==> config.mk <==
export PLATFORM = sky130hd
export DESIGN_NAME = ubx_frame_receiver_unit
export DESIGN_NICKNAME = d
export VERILOG_FILES = /design/src/ufr_pkg.sv /design/src/ufr_regs.sv /design/src/ufr_parser.sv /design/src/ubx_frame_receiver_unit.sv
export SDC_FILE = /design/constraint.sdc
export NUM_CORES = 1
export LEC_CHECK = 0
export BUFFER_PORTS_ARGS = -buffer_cell sky130_fd_sc_hd__buf_2
export CAP_MARGIN = 0
export CORE_ASPECT_RATIO = 0.75
export CORE_MARGIN = 2
export CORE_UTILIZATION = 55
export DETAILED_ROUTE_END_ITERATION = 7
export PLACE_DENSITY = 0.78
export RECOVER_POWER = 50
export SETUP_SLACK_MARGIN = 0.02
export SLEW_MARGIN = 0
export SYNTH_ARGS = -nofsm -noshare
export SYNTH_HDL_FRONTEND = slang
export SYNTH_SLANG_ARGS = --single-unit
==> constraint.sdc <==
create_clock -name clk -period 4.2 [get_ports clk]
set_input_delay 0.84 -clock clk [delete_from_list [all_inputs] [get_ports clk]]
set_output_delay 0.84 -clock clk [all_outputs]
set_load 0.01 [all_outputs]
==> src/ufr_pkg.sv <==
// Shared types and constants for the UBX frame receiver.
// No dependencies; imported by every module in src.
package ufr_pkg;

	localparam int MAX_BODY_DEF = 1024;
	localparam int BYTE_W       = 8;
	localparam int LEN_CFG_W    = 11;
	localparam int IDX_W        = 10;
	localparam int ADDR_W       = 5;
	localparam int DATA_W       = 32;
	localparam int MIN_BODY     = 4;

	localparam logic [BYTE_W-1:0]    SYNC_FIRST_RST   = 8'hB5;
	localparam logic [BYTE_W-1:0]    SYNC_SECOND_RST  = 8'h62;
	localparam logic [BYTE_W-1:0]    WANTED_CLASS_RST = 8'h01;
	localparam logic [BYTE_W-1:0]    WANTED_ID_RST    = 8'h07;
	localparam logic [LEN_CFG_W-1:0] BODY_LENGTH_RST  = 11'd96;

	typedef enum logic [2:0] {
		REG_SYNC_FIRST   = 3'd0,
		REG_SYNC_SECOND  = 3'd1,
		REG_WANTED_CLASS = 3'd2,
		REG_WANTED_ID    = 3'd3,
		REG_BODY_LENGTH  = 3'd4
	} reg_idx_t;

	typedef struct packed {
		logic [BYTE_W-1:0]    sync_first;
		logic [BYTE_W-1:0]    sync_second;
		logic [BYTE_W-1:0]    wanted_class;
		logic [BYTE_W-1:0]    wanted_id;
		logic [LEN_CFG_W-1:0] body_length;
	} cfg_t;

	typedef struct packed {
		logic              store_valid;
		logic [IDX_W-1:0]  store_index;
		logic [BYTE_W-1:0] store_data;
		logic              frame_good;
	} result_t;

endpackage

==> src/ufr_regs.sv <==
// APB-style configuration register file for the UBX frame receiver.
// Depends on ufr_pkg (cfg_t, register indexes, reset values).
module ufr_regs import ufr_pkg::*; (
	input  logic              clk,
	input  logic              arst_n,
	input  logic              psel,
	input  logic              penable,
	input  logic              pwrite,
	input  logic [ADDR_W-1:0] paddr,
	input  logic [DATA_W-1:0] pwdata,
	output logic [DATA_W-1:0] prdata,
	output logic              pready,
	output cfg_t              cfg
);

	cfg_t     cfg_q;
	reg_idx_t idx;
	logic     wr_en;

	assign idx    = reg_idx_t'(paddr[ADDR_W-1:2]);
	assign wr_en  = psel && penable && pwrite;
	assign pready = 1'b1;
	assign cfg    = cfg_q;

	always_ff @(posedge clk or negedge arst_n) begin
		if (!arst_n) begin
			cfg_q.sync_first   <= SYNC_FIRST_RST;
			cfg_q.sync_second  <= SYNC_SECOND_RST;
			cfg_q.wanted_class <= WANTED_CLASS_RST;
			cfg_q.wanted_id    <= WANTED_ID_RST;
			cfg_q.body_length  <= BODY_LENGTH_RST;
		end else if (wr_en) begin
			case (idx)
				REG_SYNC_FIRST:   cfg_q.sync_first   <= pwdata[BYTE_W-1:0];
				REG_SYNC_SECOND:  cfg_q.sync_second  <= pwdata[BYTE_W-1:0];
				REG_WANTED_CLASS: cfg_q.wanted_class <= pwdata[BYTE_W-1:0];
				REG_WANTED_ID:    cfg_q.wanted_id    <= pwdata[BYTE_W-1:0];
				REG_BODY_LENGTH:  cfg_q.body_length  <= pwdata[LEN_CFG_W-1:0];
				default: ;
			endcase
		end
	end

	always_comb begin
		case (idx)
			REG_SYNC_FIRST:   prdata = DATA_W'(cfg_q.sync_first);
			REG_SYNC_SECOND:  prdata = DATA_W'(cfg_q.sync_second);
			REG_WANTED_CLASS: prdata = DATA_W'(cfg_q.wanted_class);
			REG_WANTED_ID:    prdata = DATA_W'(cfg_q.wanted_id);
			REG_BODY_LENGTH:  prdata = DATA_W'(cfg_q.body_length);
			default:          prdata = '0;
		endcase
	end

endmodule

==> src/ufr_parser.sv <==
// Frame parser: sync hunt, body offset counter, Fletcher-8 sums, checksum check.
// Depends on ufr_pkg. State advances only when upd is high.
module ufr_parser import ufr_pkg::*; #(
	parameter int MAX_BODY = MAX_BODY_DEF
) (
	input  logic              clk,
	input  logic              arst_n,
	input  logic              upd,
	input  logic [BYTE_W-1:0] rx_byte,
	input  cfg_t              cfg,
	output result_t           res
);

	localparam int K_W = $clog2(MAX_BODY + 2);
	localparam int CW  = (K_W > LEN_CFG_W) ? K_W : LEN_CFG_W;

	typedef enum logic [1:0] {
		ST_HUNT,
		ST_SYNC1,
		ST_BODY
	} state_t;

	state_t            state_q, state_d;
	logic [K_W-1:0]    k_q, k_d;
	logic [BYTE_W-1:0] sum_a_q, sum_a_d;
	logic [BYTE_W-1:0] sum_b_q, sum_b_d;
	logic [BYTE_W-1:0] type_q, type_d;
	logic [CW-1:0]     len_ext;
	logic [K_W-1:0]    eff_len;
	logic [BYTE_W-1:0] a_new;

	// clamp configured length into [MIN_BODY, MAX_BODY]
	always_comb begin
		len_ext = CW'(cfg.body_length);
		if (len_ext < CW'(MIN_BODY))
			len_ext = CW'(MIN_BODY);
		else if (len_ext > CW'(MAX_BODY))
			len_ext = CW'(MAX_BODY);
		eff_len = K_W'(len_ext);
	end

	assign a_new = sum_a_q + rx_byte;

	always_comb begin
		state_d = state_q;
		k_d     = k_q;
		sum_a_d = sum_a_q;
		sum_b_d = sum_b_q;
		type_d  = type_q;
		res     = '0;
		case (state_q)
			ST_HUNT: begin
				if (rx_byte == cfg.sync_first)
					state_d = ST_SYNC1;
			end
			ST_SYNC1: begin
				if (rx_byte == cfg.sync_second) begin
					state_d = ST_BODY;
					k_d     = '0;
					sum_a_d = '0;
					sum_b_d = '0;
				end else begin
					state_d = ST_HUNT;
				end
			end
			ST_BODY: begin
				if (k_q < eff_len) begin
					res.store_valid = 1'b1;
					res.store_index = IDX_W'(k_q);
					res.store_data  = rx_byte;
					sum_a_d = a_new;
					sum_b_d = sum_b_q + a_new;
					k_d     = k_q + 1'b1;
					if (k_q == '0) begin
						type_d = rx_byte;
					end else if (k_q == K_W'(1)) begin
						if (type_q != cfg.wanted_class || rx_byte != cfg.wanted_id)
							state_d = ST_HUNT;
					end
				end else if (k_q == eff_len) begin
					if (rx_byte == sum_a_q)
						k_d = k_q + 1'b1;
					else
						state_d = ST_HUNT;
				end else begin
					res.frame_good = (k_q == eff_len + 1'b1) && (rx_byte == sum_b_q);
					state_d = ST_HUNT;
				end
			end
			default: state_d = ST_HUNT;
		endcase
	end

	always_ff @(posedge clk or negedge arst_n) begin
		if (!arst_n) begin
			state_q <= ST_HUNT;
			k_q     <= '0;
			sum_a_q <= '0;
			sum_b_q <= '0;
			type_q  <= '0;
		end else if (upd) begin
			state_q <= state_d;
			k_q     <= k_d;
			sum_a_q <= sum_a_d;
			sum_b_q <= sum_b_d;
			type_q  <= type_d;
		end
	end

	a_store_in_body: assert property (@(posedge clk) disable iff (!arst_n)
		res.store_valid |-> state_q == ST_BODY)
		else $error("store strobe outside frame body");

	a_k_bounded: assert property (@(posedge clk) disable iff (!arst_n)
		state_q == ST_BODY |-> k_q <= K_W'(MAX_BODY + 1))
		else $error("body offset ran past checksum bytes");

	a_sync_clears: assert property (@(posedge clk) disable iff (!arst_n)
		(upd && state_q == ST_SYNC1 && rx_byte == cfg.sync_second)
		|=> (state_q == ST_BODY && k_q == '0 && sum_a_q == '0 && sum_b_q == '0))
		else $error("sums or offset not cleared after sync");

	a_good_not_store: assert property (@(posedge clk) disable iff (!arst_n)
		res.frame_good |-> !res.store_valid && state_q == ST_BODY)
		else $error("frame_good on a body byte");

endmodule

==> src/ubx_frame_receiver_unit.sv <==
// Top level of the UBX frame receiver: input register, parser, result register.
// Depends on ufr_pkg, ufr_regs, ufr_parser.

// One received byte per word on the input channel, one result word per input byte on
// the output channel. A result word passes the input register, then the result
// register; an output stall can hold it between them. A new byte is accepted every
// cycle as long as the output is not stalled; the parser's combinational checksum and
// offset update sets this one-byte-per-cycle rate. A result word carries a store
// strobe with body offset and byte for class, id, length and payload bytes, and
// frame_good on the last checksum byte of a frame whose Fletcher-8 sums match. The
// user must write configuration (sync bytes, message class/id, body length) over the
// APB port only while no byte is in flight; the block itself does not enforce this.
module ubx_frame_receiver_unit import ufr_pkg::*; #(
	parameter int MAX_BODY = MAX_BODY_DEF
) (
	input  logic              clk,
	input  logic              arst_n,
	input  logic              psel,
	input  logic              penable,
	input  logic              pwrite,
	input  logic [ADDR_W-1:0] paddr,
	input  logic [DATA_W-1:0] pwdata,
	output logic [DATA_W-1:0] prdata,
	output logic              pready,
	input  logic              in_valid,
	output logic              in_stall,
	input  logic [BYTE_W-1:0] rx_byte,
	output logic              out_valid,
	input  logic              out_stall,
	output logic              store_valid,
	output logic [IDX_W-1:0]  store_index,
	output logic [BYTE_W-1:0] store_data,
	output logic              frame_good
);

	cfg_t              cfg;
	result_t           res;
	result_t           res_s2;
	logic              valid_s1, valid_s2;
	logic [BYTE_W-1:0] byte_s1;
	logic              out_ready;
	logic              upd;

	ufr_regs u_regs (
		.clk     (clk),
		.arst_n  (arst_n),
		.psel    (psel),
		.penable (penable),
		.pwrite  (pwrite),
		.paddr   (paddr),
		.pwdata  (pwdata),
		.prdata  (prdata),
		.pready  (pready),
		.cfg     (cfg)
	);

	assign out_ready = !valid_s2 || !out_stall;
	assign upd       = valid_s1 && out_ready;
	assign in_stall  = valid_s1 && !out_ready;

	always_ff @(posedge clk or negedge arst_n) begin
		if (!arst_n) begin
			valid_s1 <= 1'b0;
		end else if (!in_stall) begin
			valid_s1 <= in_valid;
		end
	end

	always_ff @(posedge clk) begin
		if (in_valid && !in_stall)
			byte_s1 <= rx_byte;
	end

	ufr_parser #(
		.MAX_BODY (MAX_BODY)
	) u_parser (
		.clk     (clk),
		.arst_n  (arst_n),
		.upd     (upd),
		.rx_byte (byte_s1),
		.cfg     (cfg),
		.res     (res)
	);

	always_ff @(posedge clk or negedge arst_n) begin
		if (!arst_n) begin
			valid_s2 <= 1'b0;
		end else if (out_ready) begin
			valid_s2 <= valid_s1;
		end
	end

	always_ff @(posedge clk) begin
		if (upd)
			res_s2 <= res;
	end

	assign out_valid   = valid_s2;
	assign store_valid = res_s2.store_valid;
	assign store_index = res_s2.store_index;
	assign store_data  = res_s2.store_data;
	assign frame_good  = res_s2.frame_good;

endmodule

Word level (Yosys, flattened, before mapping)
Cells that the tools add are included.

Bits in registers: 110. Input port bits: 52. Output and inout bits: 55. Word-level logic and storage cells: 99.

Add/subtract/negate cells: 4. Order comparisons: 3. Equality and inequality tests: 24. Mux-type cells: 23. Bitwise operators: 1. Reduce and logical (&&, ||, !) cells: 27.

Operator list (number): two-way mux 11 bit (6); case mux 11 bit (5 select lines) (1); equality test 8 bit (4); case mux 8 bit (2 select lines) (2); two-way mux 8 bit (3); adder 11 x 1 -> 11 bit, second input constant (2); equality test 11 bit (2); case mux 11 bit (2 select lines) (1); two-way mux 19 bit (1); adder 8 bit (2); two-way mux 2 bit (8); != test 8 bit (2); AND reduction 2 bit (6); equality test 11 x 1 -> 1 bit, second input constant (1); greater-than comparator 11 bit, second input constant (1); zero test 11 bit (1); < comparator 11 bit (1); < comparator 11 x 3 -> 1 bit, second input constant (1); != test 3 bit, second input constant (3); AND reduction 4 bit (2); equality test 3 x 2 -> 1 bit, second input constant (2); logical AND 1 bit (6); != test 2 x 1 -> 1 bit, second input constant (3); != test 3 x 1 -> 1 bit, second input constant (2); 15 further kinds (19).

Depth between registers and ports, before layout
Gate-level depths: netlist (run 1).

Word-level depth: 7. Mapped depth: 15. Depth with buffers taken out: 14.

Cells and area by module
Synthesis (run 1) repeated with hierarchy kept, for this count alone.

Cell total of the unflattened synthesis: 616. Area, all modules: 6736.5 um^2.

By module, submodules not included: ufr_parser (times used 1, cells an instance 413, area an instance 3647.2 um^2, seq. area each 925.9 um^2); ufr_regs (times used 1, cells an instance 167, area an instance 2155.8 um^2, seq. area each 1093.5 um^2); ubx_frame_receiver_unit (times used 1, cells an instance 36, area an instance 933.4 um^2, seq. area each 890.9 um^2).

Least setup slack after synthesis (run 1)
Ideal clock, no wire load.

Kind: flip-flop to flip-flop. Start: register u_regs.cfg_q (netlist bit u_regs.cfg[4]). End: register u_parser.type_q[0]. Setup time: 125 ps. Arrival: 3073 ps. Required time: 4075 ps. Slack: 1002 ps. Cell stages (with the launch flop): 13. Path buffers: 2. Period minus slack after synthesis: 3198 ps. Path through: dfrtp_1 > buf_2 > nor4_1 > a31oi_1 > or2_2 > ha_1 > a21oi_1 > a211oi_1 > nor4_4 > nand2_4 > or3_1 > buf_6 > mux2_4.

Word-level cells in the longest chain between the ends: 5. Elaborated cells between the ends (all ways): 6. Classes of those cells: 3 x order compare; 2 x mux; 1 x reduce/logical.

Ends and longest elaborated chain: from (decl) (line ufr_regs.sv:16) `cfg_t cfg_q;`; greater-than comparator 11 bit (line ufr_parser.sv:37) `else if (len_ext > CW'(MAX_BODY))`; two-way mux 11 bit (line ufr_parser.sv:37); two-way mux 11 bit (*) (line ufr_parser.sv:35) `if (len_ext < CW'(MIN_BODY))`; < comparator 11 bit (*) (line ufr_parser.sv:67) `if (k_q < eff_len) begin`; AND reduction 4 bit (no line) (*); to (signal assigned) (line ufr_parser.sv:106) `type_q <= type_d;`; to (decl) (line ufr_parser.sv:27) `logic [BYTE_W-1:0] type_q, type_d;`.

Mark *: on every way between the ends. The rest lies on a longest branch, timed or not. A chain may end at the register's enable or synchronous reset.

Worst setup path after layout (run 1)
Start: register u_regs.cfg_q (netlist bit u_regs.cfg[4]). End: register u_parser.k_q[8].

Word-level cells in the longest chain between the ends: 6. Elaborated cells between the ends (all ways): 11. Classes of those cells: 3 x order compare; 3 x eq/ne; 4 x mux; 1 x reduce/logical.

Ends and longest elaborated chain: greater-than comparator 11 bit (line ufr_parser.sv:37); two-way mux 11 bit (line ufr_parser.sv:37); two-way mux 11 bit (*) (line ufr_parser.sv:35); < comparator 11 bit / equality test 11 bit (equally long branches) (line ufr_parser.sv:67, ufr_parser.sv:80); != test 3 x 1 -> 1 bit (no line) / two-way mux 11 bit (equally long branches); AND reduction 5 bit (no line) / case mux 11 bit (2 select lines) (equally long branches); to (signal assigned) (line ufr_parser.sv:103) `k_q <= k_d;`; to (decl) (line ufr_parser.sv:24) `logic [K_W-1:0] k_q, k_d;`.

Marked as above.

==> metrics.yaml, run 1 <==
critical_path:
  cp.arrival_ns: 3.86
  reg2reg_from: "u_regs.cfg[4]"
  r2r_end: "u_parser.k_q[8]"
  crit_start: "u_regs.cfg[4]"
  worstSetupPathType: "reg2reg"
  rrSetupSlack_ns: 0.58
  rr_worst_depth: 14
  end_kind: "flip-flop"
  startpoint_type: "flip-flop"
  crit_fanout: 12
  cp.required_ns: 4.44
floorplan:
  dieArea_um2: 13100
  coreArea_um2: 11700
  num_rows: 34
  die_y_um: 99.7
  num_io_pins: 107
  die_w_um: 132
  start_util_pct: 57.2
worst_hold_path:
  hold_path_end: "out_valid"
  hold_path_class: "reg2reg"
  whs_path_depth: 1
  worstHoldStart: "valid_s1"
yosys:
  async_flop_share_pct: 74.5
  synth-xor-area-share_pct: 8.64
  ys_types: 60
  synth_area_per_cell_um2: 10.7
  synth_top_family_by_area: "simple AND/OR/NAND/NOR gates"
  synth.top_cell.area_share_pct: 25.3
  syn-cell-area_um2: 6720
  synth-edff-count: 28
  ys_seq_area_share_pct: 43.3
  synth_compound_area_share_pct: 11.4
  ys_top_cells_by_area: "dfrtp_1, edfxtp_1, mux2_2"
  yosysWarnings: 0
  synthMuxAreaShare_pct: 10.1
  synth-simple-area-share_pct: 13.9
  synth_cells: 629
  synth-seq-cells: 110
  synth_top_cell_by_area: "dfrtp_1"
  synth_adder_area_share_pct: 6.55
  synthFlopType: "dfrtp_1"
cts:
  clk_latency_ns: 0.35
  cts_resized: 0
  clk_pin_slew_ns: 0.08
  cts_tree: "yes"
  numCtsBuffers: 9
  post-cts-setup-buffers: 0
  cts.sinks: 110
  cts_root_buffer: "clkbuf_16"
  ctsHoldBuffers: 0
  cts_max_level: 3
  cts_buffer_depth: 2
place:
  place_congestion: 0.922
  dpl.hpwl_um: 11900
  numPortBuffers: 61
  placed_area_um2: 7060
timing:
  finalSetupTns_ns: 0
  max_slew_margin_pct: -41.7
  hold_slack_ns: 0.496
  rsz0062_at_grt: "no"
  clock.fmax_ghz: 0.276
  slew_viol_final: 83
  worst_pin_slew_ns: 2.13
  min_period_ns: 3.62
  setup_viol: 0
  period_share_pct: 86.2
  hold_viol: 0
  clock-skew-final_ns: 0.00794
final_layout:
  drive_gt1_share_pct: 23.0
  antenna_cells: 0
  synthToLayoutAreaGrowth_pct: 9.33
  final_cell_area_um2: 7350
  final_common_cell: "dfrtp_1"
  nNetsFinal: 759
  layout_common_cells: "dfrtp_1, xnor2_1, buf_2"
routing:
  wl_per_cell_um: 19.6
  vias: 5147
  viasPerCell: 6.13
  dr.pass1.iters: 5
  ant_nets: 0
  drt_iter0_drc: 533
  drt-total-wl_um: 16500
  drc: 0
power:
  p_leak_nw: 3.18
  power_density_nw_per_um2: 406
  fin_total_pwr_mw: 2.98
  peakVddDrop_uv: 221
run:
  maxCapViolCount: 1
global_routing:
  antenna_found_initial: 0
  grt_pass1_wl_um: 26400
  globalRoute.totalOverflow: 0
  track_usage_pct: 25.7
  grt_pass1_vias: 5030
  grt_max_degree: 83
status:
  violations: "max-capacitance violations, max-slew violations"
  status: "finished, violations left"
worst max-delay path: stages, from the launching register on:
cell      delay [ns]
dfrtp_1         0.50
nor4_1          0.44
and3_1          0.25
nand2_1         0.06
nand2_1         0.10
nand2_1         0.08
ha_1            0.31
a211oi_1        0.19
o21ai_0         0.12
o211ai_1        0.22
buf_4           0.26
a21boi_0        0.10
buf_4           0.21
or2_2           0.42
a22o_1          0.27
layout make-up:
type                       count  area (um2)
clock inverter                 5        48.8
inverter                      19        73.8
clock buffer                  11         254
timing repair buffer          71         369
fill                         957        4400
tap                          162         203
sequential                   110        2910
multi-input combinational    462        3490
where the power goes:
group          leakage (nW)  switching, mW  internal, mW
registers              1.33          0.159          1.24
logic                  1.71          0.389         0.325
clock network         0.149          0.412         0.450
cells by family (layout without fill, tap and decap cells):
logic type | Yosys count | in the layout
xor+xnor | 63 | 63
other cells | 2 | 22
fa+ha+maj | 34 | 34
simple gates | 176 | 176
flops | 110 | 110
compound gates | 109 | 109
mux | 58 | 58
buf+inv | 77 | 106
registers in the layout (all words and copies together) (netlist names):
register	cells
u_parser.sum_b_q	8
store_index	10
u_parser.sum_a_q	8
u_parser.k_q	11
store_data	8
frame_good	1
u_parser.state_q	2
valid_s1	1
u_parser.type_q	8
store_valid	1
out_valid	1
byte_s1	8
u_regs.cfg	43
Yosys cell counts, types with 3 or more instances:
cell type / instances
nand3b_1: 4
nor4_1: 8
inv_1: 18
a22oi_1: 16
nand2_1: 38
and3_1: 21
o221ai_1: 5
o22ai_1: 8
a31oi_1: 3
nor2b_1: 5
and2_1: 5
dfrtp_1: 68
buf_2: 6
ha_1: 32
xnor2_1: 54
or4_1: 4
xor2_1: 7
mux2_4: 8
buf_1: 4
nor3_1: 11
o41ai_1: 5
o21ai_0: 21
o211ai_1: 6
clkbuf_1: 24
buf_4: 22
edfxtp_1: 28
or3_1: 4
a22o_1: 16
a21o_1: 3
dfstp_2: 14
a21oi_1: 12
nor2_1: 30
nand4_1: 13
mux2_2: 49
nand2b_1: 6
nand3_1: 20
layer usage:
layer | track usage (%) | vias up | part of all wire, %
li1 | - | 2330 | -
met1 | 37.1 | 2554 | 45
met2 | 40.0 | 239 | 46
met3 | 4.99 | 24 | 7.4
met4 | 7.02 | 0 | 1.6
met5 | 0 | - | 0
how the worst max path moves through the flow:
stage	end	cells past startpoint
2_1_floorplan	u_parser.type_q[0]	12
3_3_place_gp	u_parser.k_q[3]	14
3_5_place_dp	u_parser.k_q[8]	14
4_1_cts	u_parser.k_q[8]	14
5_1_grt	u_parser.k_q[8]	14
6_report	u_parser.k_q[8]	14
per-stage QoR:
stage / cells / setup WS, ns / util [%]
floorplan: 649 / 1.00 / -
global placement: 824 / 0.708 / 60.1
finish: 840 / 0.580 / 62.6
detailed placement: 824 / 0.641 / 60.1
CTS: 840 / 0.618 / 62.7
global route: 840 / 0.293 / 62.6
Power figures use the tool's default switching activity.
==> inputs of run 2 (changes only) <==
--- a/config.mk
+++ b/config.mk
@@ -9,9 +9,9 @@
 export CAP_MARGIN = 0
 export CORE_ASPECT_RATIO = 0.75
 export CORE_MARGIN = 2
-export CORE_UTILIZATION = 55
+export CORE_UTILIZATION = 49
 export DETAILED_ROUTE_END_ITERATION = 7
-export PLACE_DENSITY = 0.78
+export PLACE_DENSITY = 0.71
 export RECOVER_POWER = 50
 export SETUP_SLACK_MARGIN = 0.02
 export SLEW_MARGIN = 0
==> metrics.yaml, run 2 (synthesis gave the netlist of run 1 again) <==
critical_path:
  cp.arrival_ns: 4.05  # +0.19 ns
  startpoint_type: "flip-flop"
  end_kind: "flip-flop"
  crit_fanout: 10  # -2
  cp.required_ns: 4.44  # about the same
  worstSetupPathType: "reg2reg"
  rrSetupSlack_ns: 0.38  # -0.20 ns
  rr_worst_depth: 12  # -2
cts:
  clk_latency_ns: 0.36  # about the same
  cts_resized: 0  # unchanged
  cts_max_level: 3  # unchanged
  cts.sinks: 110  # unchanged
  numCtsBuffers: 9  # unchanged
  cts_buffer_depth: 2  # unchanged
  cts_tree: "yes"
  ctsHoldBuffers: 0  # unchanged
  post-cts-setup-buffers: 0  # unchanged
  cts_root_buffer: "clkbuf_16"
  clk_pin_slew_ns: 0.08  # about the same
global_routing:
  grt_max_degree: 83  # unchanged
  met1_usage_pct: 32.9  # -4.2 points
  globalRouteMet2Util_pct: 35.3  # -4.7 points
  busiest_layer: "met2"
  track_usage_pct: 22.6  # -3.1 points
  grt_pass1_wl_um: 26200  # -0.50%
  antenna_found_initial: 0  # unchanged
  globalRoute.totalOverflow: 0  # unchanged
  use_met3_pct: 4.41  # -0.59 points
  grt_pass1_vias: 4939  # -1.8%
routing:
  viasPerCell: 5.92  # -3.4%
  drc: 0  # unchanged
  ant_nets: 0  # unchanged
  wl_per_cell_um: 18.9  # -3.6%
  drt-total-wl_um: 16000  # -2.6%
  dr.pass1.iters: 5  # unchanged
  vias: 5026  # -2.4%
  drt_iter0_drc: 378  # -29%
power:
  fin_total_pwr_mw: 2.99  # +0.44%
  p_leak_nw: 3.13  # -1.8%
  peakVddDrop_uv: 229  # +3.5%
  power_density_nw_per_um2: 408  # +0.70%
timing:
  max_slew_margin_pct: -38.3  # +3.4 points
  hold_viol: 0  # unchanged
  finalSetupTns_ns: 0  # unchanged
  min_period_ns: 3.82  # +0.195 ns
  slew_viol_final: 83  # unchanged
  setup_viol: 0  # unchanged
  period_share_pct: 90.8  # +4.7 points
  clock.fmax_ghz: 0.262  # -5.1%
  rsz0062_at_grt: "no"
  hold_slack_ns: 0.509  # +0.0135 ns
  clock-skew-final_ns: 0.0116  # +0.00363 ns
  worst_pin_slew_ns: 2.08  # -0.0508 ns
floorplan:
  coreArea_um2: 13600  # +16%
  die_w_um: 139  # +5.8%
  num_io_pins: 107  # unchanged
  die_y_um: 105  # +5.7%
  start_util_pct: 49.5  # -7.7 points
  num_rows: 37  # +8.8%
  dieArea_um2: 14700  # +12%
final_layout:
  layout_common_cells: "dfrtp_1, xnor2_1, mux2_2"
  drive_gt1_share_pct: 21.1  # -1.9 points
  nNetsFinal: 755  # -0.53%
  postLayoutCoreUtil_pct: 54.0  # -8.5 points
  final_common_cell: "dfrtp_1"
  finalNonFillerCells: 849  # +1.1%
  antenna_cells: 0  # unchanged
  synthToLayoutAreaGrowth_pct: 9.05
  largest_reg_flops: 43  # unchanged
place:
  numPortBuffers: 61  # unchanged
  place_congestion: 0.891  # -3.4%
  dp.cells: 833  # +1.1%
  dpl.hpwl_um: 11400  # -4.1%
worst_hold_path:
  whs_path_depth: 1  # unchanged
  hold_path_class: "reg2reg"
status:
  violations: "max-capacitance violations, max-slew violations"
  status: "finished, violations left"
run:
  maxCapViolCount: 1  # unchanged
[run 2: changes by cell type in the layout (fill, tap and decap cells not counted), sizes merged]
cell,before,now
buf,63,48
clkbuf,19,29
bufinv,0,1
clkinvlp,0,1
inv,22,21
[run 2: area by class of cell]
| cell class | count | area, um2 |
|---|---|---|
| clock buffer | 10 | 229 |
| sequential | 110 | 2910 |
| inverter | 19 | 73.8 |
| multi-input combinational | 462 | 3490 |
| timing repair buffer | 67 | 325 |
| clock inverter | 6 | 80.1 |
| tap | 175 | 219 |
| fill | 1197 | 6240 |
[run 2: worst paths after layout]
path | start | endpoint
min reg2reg | valid_s1 | out_valid
min | valid_s1 | out_valid
max reg2reg | u_regs.cfg[4] | u_parser.type_q[6]
max | u_regs.cfg[4] | u_parser.type_q[6]
max in group asynchronous | arst_n | u_parser.sum_a_q[4]
min in group asynchronous | arst_n | u_parser.k_q[6]
[run 2: stage by stage]
stage | worst slack [ns] | instance area (um2)
2_1_floorplan | 1.00 | 6790
4_1_cts | 0.400 | 7350
3_5_place_dp | 0.435 | 7040
6_report | 0.385 | 7330
5_1_grt | 0.0341 | 7330
3_3_place_gp | 0.535 | 7040
[run 2: layer usage]
metal,share of wire (%),wire [um]
met3,6.6,1060
met5,0,0
met1,47,7470
met2,46,7310
met4,1.3,211
[run 2: worst max-delay path: stages, from the launching register on]
cell	delay, ns
dfrtp_1	0.50
nor4_1	0.42
and3_1	0.24
nand2_1	0.05
nand2_1	0.11
nand2_1	0.07
ha_1	0.30
a211oi_1	0.19
o21ai_0	0.13
o211ai_1	0.39
nand2_4	0.20
or3_1	0.69
mux2_4	0.40
[run 2: power by group]
part / total, mW / internal, mW / switching, mW / leakage [nW]
Clock: 0.890 / 0.474 / 0.416 / 0.146
Sequential: 1.40 / 1.24 / 0.159 / 1.33
Combinational: 0.699 / 0.322 / 0.378 / 1.65
Total: 2.99 / 2.04 / 0.953 / 3.13
